<file path="src/sv/ccp_pkg.sv">
// ----------------------------------------------------------------------------
// ccp_pkg: shared types and constants of the constant pool parser
// Tag codes, entry kinds, parse phases, the result record and the tag decoder.
// ----------------------------------------------------------------------------
package ccp_pkg;

  // Tag byte values defined by the class file format
  localparam logic [7:0] TAG_UTF8        = 8'd1;
  localparam logic [7:0] TAG_INTEGER     = 8'd3;
  localparam logic [7:0] TAG_FLOAT       = 8'd4;
  localparam logic [7:0] TAG_LONG        = 8'd5;
  localparam logic [7:0] TAG_DOUBLE      = 8'd6;
  localparam logic [7:0] TAG_CLASS       = 8'd7;
  localparam logic [7:0] TAG_STRING      = 8'd8;
  localparam logic [7:0] TAG_FIELDREF    = 8'd9;
  localparam logic [7:0] TAG_METHODREF   = 8'd10;
  localparam logic [7:0] TAG_IFMETHODREF = 8'd11;
  localparam logic [7:0] TAG_NAMETYPE    = 8'd12;
  localparam logic [7:0] TAG_HANDLE      = 8'd15;
  localparam logic [7:0] TAG_MTYPE       = 8'd16;
  localparam logic [7:0] TAG_INDY        = 8'd18;

  // Entry kind codes carried on the result
  localparam logic [3:0] KIND_UTF8        = 4'd0;
  localparam logic [3:0] KIND_INT         = 4'd1;
  localparam logic [3:0] KIND_FLOAT       = 4'd2;
  localparam logic [3:0] KIND_LONG        = 4'd3;
  localparam logic [3:0] KIND_DOUBLE      = 4'd4;
  localparam logic [3:0] KIND_CLASS       = 4'd5;
  localparam logic [3:0] KIND_STRING      = 4'd6;
  localparam logic [3:0] KIND_FIELDREF    = 4'd7;
  localparam logic [3:0] KIND_METHODREF   = 4'd8;
  localparam logic [3:0] KIND_IFMETHODREF = 4'd9;
  localparam logic [3:0] KIND_NAMETYPE    = 4'd10;
  localparam logic [3:0] KIND_HANDLE      = 4'd11;
  localparam logic [3:0] KIND_MTYPE       = 4'd12;
  localparam logic [3:0] KIND_INDY        = 4'd13;
  localparam logic [3:0] KIND_UNKNOWN     = 4'd14;

  // Parse phases, one-hot
  typedef enum logic [5:0] {
    PH_IDLE  = 6'b000001,
    PH_TAG   = 6'b000010,
    PH_FIXED = 6'b000100,
    PH_ULEN  = 6'b001000,
    PH_UTEXT = 6'b010000,
    PH_DONE  = 6'b100000
  } phase_t;

  // One result record
  typedef struct packed {
    logic [15:0] entry_index;
    logic [3:0]  entry_kind;
    logic [63:0] value_a;
    logic [15:0] value_b;
    logic [7:0]  text_byte;
    logic        is_text_byte;
    logic        is_last_entry;
  } result_t;

  // Decoded tag: kind and number of payload bytes that follow
  typedef struct packed {
    logic [3:0] kind;
    logic [3:0] len;
  } tag_info_t;

  function automatic tag_info_t decode_tag(input logic [7:0] tag);
    tag_info_t info;
    case (tag)
      TAG_UTF8:        info = '{kind: KIND_UTF8,        len: 4'd2};
      TAG_INTEGER:     info = '{kind: KIND_INT,         len: 4'd4};
      TAG_FLOAT:       info = '{kind: KIND_FLOAT,       len: 4'd4};
      TAG_LONG:        info = '{kind: KIND_LONG,        len: 4'd8};
      TAG_DOUBLE:      info = '{kind: KIND_DOUBLE,      len: 4'd8};
      TAG_CLASS:       info = '{kind: KIND_CLASS,       len: 4'd2};
      TAG_STRING:      info = '{kind: KIND_STRING,      len: 4'd2};
      TAG_FIELDREF:    info = '{kind: KIND_FIELDREF,    len: 4'd4};
      TAG_METHODREF:   info = '{kind: KIND_METHODREF,   len: 4'd4};
      TAG_IFMETHODREF: info = '{kind: KIND_IFMETHODREF, len: 4'd4};
      TAG_NAMETYPE:    info = '{kind: KIND_NAMETYPE,    len: 4'd4};
      TAG_HANDLE:      info = '{kind: KIND_HANDLE,      len: 4'd3};
      TAG_MTYPE:       info = '{kind: KIND_MTYPE,       len: 4'd2};
      TAG_INDY:        info = '{kind: KIND_INDY,        len: 4'd4};
      default:         info = '{kind: KIND_UNKNOWN,     len: 4'd0};
    endcase
    return info;
  endfunction

endpackage

</file>
<file path="src/sv/ccp_parser.sv">
// ----------------------------------------------------------------------------
// ccp_parser: constant pool parse state and per-byte step logic
// Holds the running parse state and works out, for each accepted byte, the
// next state and the result record that the byte completes, if any.
// ----------------------------------------------------------------------------
module ccp_parser (
  input  logic             clk,
  input  logic             rst,
  input  logic             cfg_wr_en,
  input  logic [15:0]      cfg_wr_data,
  input  logic             step,
  input  logic [7:0]       byte_value,
  input  logic             start_of_pool,
  output logic             res_valid,
  output ccp_pkg::result_t res
);

  // Parse state registers
  logic [15:0]      pool_count;
  ccp_pkg::phase_t  phase;
  logic [15:0]      cur_index;
  logic [3:0]       cur_kind;
  logic [15:0]      bytes_left;
  logic [63:0]      acc;
  logic [15:0]      len_hold;

  ccp_pkg::phase_t  phase_next;
  logic [15:0]      cur_index_next;
  logic [3:0]       cur_kind_next;
  logic [15:0]      bytes_left_next;
  logic [63:0]      acc_next;
  logic [15:0]      len_hold_next;

  // State as seen after a possible restart
  ccp_pkg::phase_t   e_phase;
  logic [15:0]       e_index;
  logic [3:0]        e_kind;
  logic [15:0]       e_left;
  logic [63:0]       e_acc;
  logic [15:0]       e_hold;
  logic [63:0]       acc_sh;
  logic [15:0]       left_dec;
  logic [16:0]       sum1;
  logic [16:0]       sum2;
  logic              last1;
  logic              last2;
  ccp_pkg::tag_info_t tinfo;

  // Restart view of the state
  always_comb begin
    if (start_of_pool) begin
      e_index = 16'd1;
      e_kind  = ccp_pkg::KIND_UTF8;
      e_left  = '0;
      e_acc   = '0;
      e_hold  = '0;
      e_phase = (pool_count <= 16'd1) ? ccp_pkg::PH_DONE : ccp_pkg::PH_TAG;
    end else begin
      e_index = cur_index;
      e_kind  = cur_kind;
      e_left  = bytes_left;
      e_acc   = acc;
      e_hold  = len_hold;
      e_phase = phase;
    end
  end

  // Shared helpers: shift-accumulate, countdown and the two index advances
  assign acc_sh   = {e_acc[55:0], byte_value};
  assign left_dec = (e_left != 16'd0) ? e_left - 16'd1 : e_left;
  assign sum1     = {1'b0, e_index} + 17'd1;
  assign sum2     = {1'b0, e_index} + 17'd2;
  assign last1    = sum1 >= {1'b0, pool_count};
  assign last2    = sum2 >= {1'b0, pool_count};
  assign tinfo    = ccp_pkg::decode_tag(byte_value);

  // Per-byte step
  always_comb begin
    phase_next      = e_phase;
    cur_index_next  = e_index;
    cur_kind_next   = e_kind;
    bytes_left_next = e_left;
    acc_next        = e_acc;
    len_hold_next   = e_hold;
    res_valid       = 1'b0;
    res             = '0;
    res.entry_index = e_index;

    case (e_phase)
      ccp_pkg::PH_TAG: begin
        acc_next = '0;
        if (tinfo.kind == ccp_pkg::KIND_UNKNOWN) begin
          // A tag without a known layout is a one-byte entry
          res_valid         = 1'b1;
          res.entry_kind    = ccp_pkg::KIND_UNKNOWN;
          res.value_a       = {56'd0, byte_value};
          res.is_last_entry = last1;
          cur_index_next    = sum1[15:0];
          phase_next        = last1 ? ccp_pkg::PH_DONE : ccp_pkg::PH_TAG;
          bytes_left_next   = '0;
        end else begin
          cur_kind_next   = tinfo.kind;
          bytes_left_next = {12'd0, tinfo.len};
          phase_next      = (tinfo.kind == ccp_pkg::KIND_UTF8) ?
                            ccp_pkg::PH_ULEN : ccp_pkg::PH_FIXED;
        end
      end

      ccp_pkg::PH_FIXED: begin
        acc_next        = acc_sh;
        bytes_left_next = left_dec;
        if (left_dec == 16'd0) begin
          res_valid      = 1'b1;
          res.entry_kind = e_kind;
          case (e_kind)
            ccp_pkg::KIND_FIELDREF, ccp_pkg::KIND_METHODREF,
            ccp_pkg::KIND_IFMETHODREF, ccp_pkg::KIND_NAMETYPE,
            ccp_pkg::KIND_INDY: begin
              res.value_a = {48'd0, acc_sh[31:16]};
              res.value_b = acc_sh[15:0];
            end
            ccp_pkg::KIND_HANDLE: begin
              res.value_a = {56'd0, acc_sh[23:16]};
              res.value_b = acc_sh[15:0];
            end
            default: begin
              res.value_a = acc_sh;
            end
          endcase
          // Long and double take two index slots
          if (e_kind == ccp_pkg::KIND_LONG || e_kind == ccp_pkg::KIND_DOUBLE) begin
            res.is_last_entry = last2;
            cur_index_next    = sum2[15:0];
            phase_next        = last2 ? ccp_pkg::PH_DONE : ccp_pkg::PH_TAG;
          end else begin
            res.is_last_entry = last1;
            cur_index_next    = sum1[15:0];
            phase_next        = last1 ? ccp_pkg::PH_DONE : ccp_pkg::PH_TAG;
          end
          acc_next        = '0;
          bytes_left_next = '0;
        end
      end

      ccp_pkg::PH_ULEN: begin
        acc_next        = acc_sh;
        bytes_left_next = left_dec;
        if (left_dec == 16'd0) begin
          len_hold_next  = acc_sh[15:0];
          res_valid      = 1'b1;
          res.entry_kind = ccp_pkg::KIND_UTF8;
          res.value_a    = {48'd0, acc_sh[15:0]};
          acc_next       = '0;
          if (acc_sh[15:0] == 16'd0) begin
            // Empty string completes on its length
            res.is_last_entry = last1;
            cur_index_next    = sum1[15:0];
            phase_next        = last1 ? ccp_pkg::PH_DONE : ccp_pkg::PH_TAG;
            bytes_left_next   = '0;
          end else begin
            phase_next      = ccp_pkg::PH_UTEXT;
            bytes_left_next = acc_sh[15:0];
          end
        end
      end

      ccp_pkg::PH_UTEXT: begin
        bytes_left_next  = left_dec;
        res_valid        = 1'b1;
        res.entry_kind   = ccp_pkg::KIND_UTF8;
        res.value_a      = {48'd0, e_hold};
        res.text_byte    = byte_value;
        res.is_text_byte = 1'b1;
        if (left_dec == 16'd0) begin
          res.is_last_entry = last1;
          cur_index_next    = sum1[15:0];
          phase_next        = last1 ? ccp_pkg::PH_DONE : ccp_pkg::PH_TAG;
          acc_next          = '0;
          bytes_left_next   = '0;
        end
      end

      default: begin
        // Idle or done: the byte is dropped
        res_valid = 1'b0;
      end
    endcase
  end

  // Pool count register
  always_ff @(posedge clk) begin
    if (rst) begin
      pool_count <= '0;
    end else if (cfg_wr_en) begin
      pool_count <= cfg_wr_data;
    end
  end

  // State update on each accepted byte
  always_ff @(posedge clk) begin
    if (rst) begin
      phase      <= ccp_pkg::PH_IDLE;
      cur_index  <= 16'd1;
      cur_kind   <= ccp_pkg::KIND_UTF8;
      bytes_left <= '0;
      acc        <= '0;
      len_hold   <= '0;
    end else if (step) begin
      phase      <= phase_next;
      cur_index  <= cur_index_next;
      cur_kind   <= cur_kind_next;
      bytes_left <= bytes_left_next;
      acc        <= acc_next;
      len_hold   <= len_hold_next;
    end
  end

endmodule

</file>
<file path="src/sv/ccp_out_reg.sv">
// ----------------------------------------------------------------------------
// ccp_out_reg: result holding register
// Keeps one finished result until the downstream side takes it, and tells
// the upstream side when a new result may be loaded.
// ----------------------------------------------------------------------------
module ccp_out_reg (
  input  logic             clk,
  input  logic             rst,
  input  logic             load_en,
  input  logic             load_valid,
  input  ccp_pkg::result_t load_data,
  output logic             space,
  output logic             out_valid,
  input  logic             out_ready,
  output ccp_pkg::result_t out_data
);

  // The register can be loaded when empty or being emptied this cycle
  assign space = !out_valid || out_ready;

  // Valid flag
  always_ff @(posedge clk) begin
    if (rst) begin
      out_valid <= 1'b0;
    end else if (space) begin
      out_valid <= load_en && load_valid;
    end
  end

  // Payload
  always_ff @(posedge clk) begin
    if (load_en && load_valid) begin
      out_data <= load_data;
    end
  end

endmodule

</file>
<file path="src/sv/class_constant_pool_parser.sv">
// ----------------------------------------------------------------------------
// class_constant_pool_parser: class file constant pool parser
// Parses constant pool bytes into one result per entry or utf8 text byte.
// ----------------------------------------------------------------------------
// The block takes one byte per cycle and sustains one byte every cycle: each
// byte passes through a single step of combinational parse logic into the
// result register, and the next byte is taken while a result still waits to
// be read, as long as that register is being emptied. The pool count must be
// written before the beat that carries start_of_pool. A beat with tuser set
// restarts parsing at index 1 with its byte as a tag; at a pool count of 0 or
// 1 it drops the byte. Long and double entries advance the index by two. After
// the entry marked with tlast, bytes are dropped until the next start beat.
module class_constant_pool_parser (
  input  logic         clk,
  input  logic         rst,
  // Pool count register
  input  logic         cfg_wr_en,
  input  logic [15:0]  cfg_wr_data,
  // Byte input
  input  logic         s_axis_tvalid,
  output logic         s_axis_tready,
  input  logic [7:0]   s_axis_tdata,   // [7:0] byte_value
  input  logic         s_axis_tuser,   // [0] start_of_pool
  // Result output
  output logic         m_axis_tvalid,
  input  logic         m_axis_tready,
  output logic [111:0] m_axis_tdata,   // [15:0] entry_index, [19:16] entry_kind,
                                       // [83:20] value_a, [99:84] value_b,
                                       // [107:100] text_byte, rest zero
  output logic         m_axis_tuser,   // [0] is_text_byte
  output logic         m_axis_tlast    // is_last_entry
);

  logic             step;
  logic             res_valid;
  ccp_pkg::result_t res;
  logic             space;
  ccp_pkg::result_t out_res;

  // A beat is taken whenever the result register can hold what it makes
  assign s_axis_tready = space;
  assign step          = s_axis_tvalid && s_axis_tready;

  ccp_parser u_parser (
    .clk           (clk),
    .rst           (rst),
    .cfg_wr_en     (cfg_wr_en),
    .cfg_wr_data   (cfg_wr_data),
    .step          (step),
    .byte_value    (s_axis_tdata),
    .start_of_pool (s_axis_tuser),
    .res_valid     (res_valid),
    .res           (res)
  );

  ccp_out_reg u_out_reg (
    .clk        (clk),
    .rst        (rst),
    .load_en    (step),
    .load_valid (res_valid),
    .load_data  (res),
    .space      (space),
    .out_valid  (m_axis_tvalid),
    .out_ready  (m_axis_tready),
    .out_data   (out_res)
  );

  // Pack the result beat
  assign m_axis_tdata = {4'd0, out_res.text_byte, out_res.value_b, out_res.value_a,
                         out_res.entry_kind, out_res.entry_index};
  assign m_axis_tuser = out_res.is_text_byte;
  assign m_axis_tlast = out_res.is_last_entry;

endmodule

</file>
<file path="config.mk">
export PLATFORM = sky130hd
export DESIGN_NAME = class_constant_pool_parser
export DESIGN_NICKNAME = d
export VERILOG_FILES = /design/src/sv/ccp_pkg.sv /design/src/sv/ccp_parser.sv /design/src/sv/ccp_out_reg.sv /design/src/sv/class_constant_pool_parser.sv
export SDC_FILE = /design/constraint.sdc
export NUM_CORES = 1
export LEC_CHECK = 0
export BUFFER_PORTS_ARGS = -buffer_cell sky130_fd_sc_hd__buf_2
export CAP_MARGIN = 20
export CORE_MARGIN = 10
export CORE_UTILIZATION = 45
export CTS_CLUSTER_DIAMETER = 40
export CTS_CLUSTER_SIZE = 12
export DETAILED_ROUTE_END_ITERATION = 10
export HOLD_SLACK_MARGIN = 0.06
export SLEW_MARGIN = 10
export SYNTH_ARGS = -nofsm -noshare
export SYNTH_HDL_FRONTEND = slang
export SYNTH_HIERARCHICAL = 1
export SYNTH_SLANG_ARGS = --single-unit
</file>
<file path="constraint.sdc">
create_clock -name clk -period 6.5 [get_ports clk]
set_input_delay 0.975 -clock clk [delete_from_list [all_inputs] [get_ports clk]]
set_output_delay 0.975 -clock clk [all_outputs]
set_load 0.1 [all_outputs]
</file>
# After elaboration in Yosys (flattened, before gate mapping)
# Memories as Yosys holds them, arrays and structs flattened.
# Cells that the tools add are included.
# word_totals
memories	1
reg_bits	249
rom_bits	256
inputBits	30
out_inout_bits	116
word_cells	105
# op_classes
n_mux	55
eq_ne	13
n_addsub	3
n_reduce_logical	15
magnitude_cmp	3
# mem_list
memory	depth	width	read_ports	rd_ports_with_merged_regs	write_ports	line	text
(name not given)	32	8	1	0	0	ccp_pkg.sv:69	case (tag)
# op_table
cell	count
2-to-1 mux 16 bit	17
one-hot mux 68 bit (4 select lines)	1
2-to-1 mux 64 bit	3
one-hot mux 64 bit (3 select lines)	1
one-hot mux 64 bit (2 select lines)	1
2-to-1 mux 84 bit	1
2-to-1 mux 68 bit	1
one-hot mux 16 bit (4 select lines)	1
2-to-1 mux 6 bit	10
one-hot mux 16 bit (3 select lines)	1
greater-or-equal comparator 17 x 16 -> 1 bit	2
logical NOT 16 bit	2
== test 4 bit, second input constant	6
one-hot mux 6 bit (4 select lines)	1
2-to-1 mux 4 bit	5
adder 16 x 1 -> 17 bit, second input constant	1
adder 16 x 2 -> 17 bit, second input constant	1
<= comparator 16 x 1 -> 1 bit, second input constant	1
nonzero test 16 bit	1
subtractor 16 x 1 -> 16 bit, second input constant	1
2-to-1 mux 1 bit	9
== test 4 x 3 -> 1 bit, second input constant	2
2-to-1 mux 8 bit	1
== test 6 x 2 -> 1 bit, second input constant	1
15 further kinds	18

# Logic depth before layout (Yosys ltp)
# depth
depth_word	7
mapped_depth	21
depth_no_buf	15

# Hierarchy
# The synthesis kept the hierarchy.
# by_module_without_submodules
mod	seq_area_each_um2	cells_per_inst	area_each_um2	n_inst
ccp_parser	2602.5	1211	9267.6	1
ccp_out_reg	3323.2	115	3353.2	1
class_constant_pool_parser	0.0	6	40.0	1

# Worst setup path after synthesis
# OpenSTA, ideal clock, no wires.
# synth_path
kind	input-to-reg
start	in s_axis_tuser
end	reg u_out_reg/out_data[0] (netlist name), enable pin
path_buffers	5
stages	16
setup_ns	0.464
path_slack_ns	0.480
t_required_ns	6.036
t_arrival_ns	5.556
cell_sequence	inv_1 -> clkbuf_1 -> nand2_1 -> ha_1 -> clkbuf_1 -> clkbuf_1 -> o21a_1 -> o31ai_1 -> a2bb2oi_1 -> a21o_1 -> buf_6 -> buf_6 -> nor2_1 -> a211o_1 -> nand2_1 -> inv_1
# synth_between
elab_chain_len	7
# synth_rtl
element	line	text
start: declaration	class_constant_pool_parser.sv:23	input logic s_axis_tuser,
2-to-1 mux 16 bit	ccp_parser.sv:51	if (start_of_pool) begin
subtractor 16 x 1 -> 16 bit or nonzero test 16 bit (tied branches)	ccp_parser.sv:70	assign left_dec = (e_left != 16'd0) ? e_left - 16'd1 : e_left;
2-to-1 mux 16 bit	ccp_parser.sv:70	
logical NOT 16 bit	ccp_parser.sv:112, ccp_parser.sv:148	
2-to-1 mux 1 bit	ccp_parser.sv:112, ccp_parser.sv:148	
one-hot mux 1 bit (3 select lines) (*)	ccp_parser.sv:89	case (e_phase)
net res_valid	class_constant_pool_parser.sv:35	logic res_valid;
logical AND 1 bit (*)	ccp_out_reg.sv:32	if (load_en && load_valid) begin
end signal: assignment	ccp_out_reg.sv:33	out_data <= load_data;
end: declaration	ccp_out_reg.sv:15	output ccp_pkg::result_t out_data
# The timed path passes the listed nets; every way through them passes the cells marked *.
# A chain may end at the register's enable or synchronous reset.

==> impl_metrics.json <==
{
  "synthXorXnorAreaFrac_pct": 1.94,
  "power_frac_clock_pct": 48.7,
  "comb_power_share_pct": 13.2,
  "drv_cap": 0,
  "critPathCaptureType": "register",
  "synth-main-ff-cell": "dfxtp_1",
  "htreeDepth": 2,
  "dieArea_um2": 35200,
  "tightest_slew_ns": 1.07,
  "critical_path_class": "in -> reg",
  "synth-edff-count": 110,
  "vias": 10700,
  "synth_top_family_by_area": "compound AO/OA/AOI/OAI gates",
  "synthTopCellsByArea": "edfxtp_1 26%, dfxtp_1 21%, nand2_1 4.0%, ha_1 4.0%, a21oi_1 3.8%",
  "grt_pass1_vias": 10300,
  "finalPower_uw": 4330,
  "drt_iter0_markers": 1079,
  "place_congestion": 0.904,
  "finalMaxSlewViolations": 0,
  "io_buffer_count": 141,
  "postCtsResizedCells": 0,
  "die_x_um": 188,
  "yosysTopAreaCellShare_pct": 26.1,
  "cts_tree": "done",
  "post-route-util_pct": 53.8,
  "fin_crit_ns": 4.78,
  "synth-compound-area-share_pct": 20.7,
  "grt.overflow.total": 0,
  "rows": 61,
  "worstSkewPairLatency_ns": 0.53,
  "pre_cts_ws_ns": 1.33,
  "intPower_uw": 3080,
  "grt_pass1_wl_um": 59500,
  "antenna_found_initial": 0,
  "synth_top_area_cell": "edfxtp_1",
  "synth_cell_types": 88,
  "rsz0062_at_grt": "no",
  "switching_power_uw": 1240,
  "clock-root-buffer": "clkbuf_16",
  "area_growth_pct": 18.1,
  "start_util_pct": 45.6,
  "routed_wl_um": 37500,
  "status": "finished clean",
  "fmax_mhz": 209,
  "remaining_drc_errors": 0,
  "tns_ns": 0,
  "die_height_um": 188,
  "numClockSinks": 241,
  "grt_max_degree": 82,
  "wl_per_cell_um": 20.3,
  "drtPass1Iterations": 5,
  "ys_top_cells_by_count": "135 x nand2_1, 131 x dfxtp_1, 110 x edfxtp_1, 97 x a21oi_1, 93 x o21ai_0",
  "grt_usage_pct": 20.5,
  "clk_pin_slew_ns": 0.06,
  "hold_violations": 0,
  "finalSetupViolations": 0,
  "startpoint_type": "primary input",
  "synth.most_common_cell": "nand2_1",
  "slew_headroom_pct": 28.6,
  "worstPathMaxFanout": 9,
  "worstPathRequired_ns": 6.88,
  "ir_worst_vdd_mv": 0.152,
  "core_um2": 27800,
  "fin_nets": 1506,
  "cts_setup_buffers": 0,
  "n_antenna_cell": 0,
  "synthArstFlopShare_pct": 0,
  "hpwl_um": 25500,
  "syn-instance-count": 1332,
  "finClkSkew_ns": 0.0222,
  "p_sw_share_pct": 28.7,
  "synthAdderAreaFrac_pct": 3.95,
  "fillers": 2570,
  "viasPerCell": 5.78,
  "netlist_area_um2": 12700,
  "hp-class": "reg -> reg",
  "power.density_nw_per_um2": 289,
  "period_share_pct": 73.5,
  "ant_nets": 0,
  "ys_warn_count": 6,
  "total_leakage_power_uw": 0.00583,
  "ctsHoldBuffers": 0,
  "clockBufferDepth": 3,
  "ys_ff_latch": 241,
  "cts_buffers": 40,
  "ys_seq_area_share_pct": 46.8,
  "drive_gt1_share_pct": 18.9,
  "pin_count": 146,
  "avgSynthCellArea_um2": 9.51,
  "cp.arrival_ns": 5.15,
  "synthMuxAreaShare_pct": 2.66,
  "synthSimpleGateAreaFrac_pct": 18.8,
  "setup_slack_ns": 1.72,
  "p_seq_share_pct": 38.1
}
## worst paths after layout
| kind | start | endpoint | slack (ns) | cells after the start |
|---|---|---|---|---|
| setup / recovery | s_axis_tuser | u_parser/phase[5] | 1.72 | 15 |
| hold / removal | u_parser/acc[54] | u_parser/acc[54] | 0.47 | 2 |
| setup reg to reg | u_parser/cur_index[2] | u_parser/phase[5] | 1.95 | 14 |
| hold reg to reg | u_parser/acc[54] | u_parser/acc[54] | 0.47 | 2 |
## worst max-delay path: stages
cell and delay [ns]:
buf_2 0.18, nor2b_1 0.41, ha_1 0.34, nand4_2 0.28, or4_1 0.68, or3_1 0.34
nand2_1 0.13, ha_1 0.26, nand3_1 0.10, nor4_1 0.07, o21a_1 0.11, nor3_1 0.52
a221oi_1 0.26, nor4_1 0.37, o41ai_2 0.12
## power groups by stage
| stage | Sequential [uW] | Combinational (uW) | Clock [uW] |
|---|---|---|---|
| global route | 1650 | 605 | 2210 |
| global placement | 1680 | 564 | 0 |
| finish | 1650 | 572 | 2110 |
| CTS | 1650 | 569 | 2140 |
| detailed placement | 1680 | 568 | 0 |
| floorplan | 1890 | 243 | 0 |
## layout by cell type (no fill, tap or decap), types with 6 or more instances in the layout
cell type  instances
nor3_1            18
clkbuf_16         41
a2bb2oi_1          6
a31oi_1           11
inv_1             36
nand4_1           13
nor2_1            78
and2_1            77
xor2_1            15
o22ai_1            6
nand2_1          135
mux2i_1           28
clkbuf_1           6
o21a_1             8
buf_2            140
nor4_1            17
dfxtp_1          131
o21bai_1           9
or3_1              9
o21ai_1            6
a21o_1            18
a22o_1            25
a211oi_1          10
or2_2             10
a211oi_2           6
ha_1              40
a22oi_1           27
o211ai_1           9
xnor2_1           13
o21ai_0           93
nand3_1           26
edfxtp_1         110
buf_4             19
a21oi_1           96
nor2b_1           29
## flip-flops by register name (all words and copies together) (netlist names)
register,cells
u_out_reg/out_data,110
u_parser/acc,56
u_parser/bytes_left,16
u_parser/cur_index,16
u_parser/len_hold,16
u_parser/pool_count,16
u_parser/phase,6
u_parser/cur_kind,4
u_out_reg/out_valid,1
## layer usage
layer | wire [um] | share of wire (%) | up-vias | GRT usage (%)
met2 | 16700 | 45 | 406 | 31.7
met5 | 0 | 0 | - | 0
met1 | 17100 | 46 | 5111 | 28.0
met4 | 1000 | 2.7 | 0 | 7.20
met3 | 2600 | 6.9 | 67 | 3.82
li1 | - | - | 5084 | -
## kinds of logic after synthesis
logic type / Yosys count
adders and majority gates: 40
xor gates and xnor gates: 28
buffers and inverters: 142
and+or+nand+nor: 453
DFF: 241
muxes: 33
other: 1
AOI/OAI and AO/OA: 394
## through the flow
stage / area [um2] / cells / hold WS, ns
floorplan: 12700 / 1335 / 0.441
global placement: 13600 / 1771 / 0.454
detailed placement: 13600 / 1772 / 0.462
CTS: 15000 / 1846 / 0.470
global route: 15000 / 1846 / 0.493
finish: 15000 / 1846 / 0.467
## cell type report
cell class | count | area, um2 | share of cell area (%)
Clock buffer | 51 | 1100 | 7.38
Inverter | 38 | 145 | 0.970
Multi-Input combinational cell | 952 | 6150 | 41.1
Timing Repair Buffer | 163 | 915 | 6.12
Tap cell | 378 | 473 | 3.16
Clock inverter | 23 | 243 | 1.62
Sequential cell | 241 | 5930 | 39.6
Note: power is estimated with default switching activity, not from simulation.
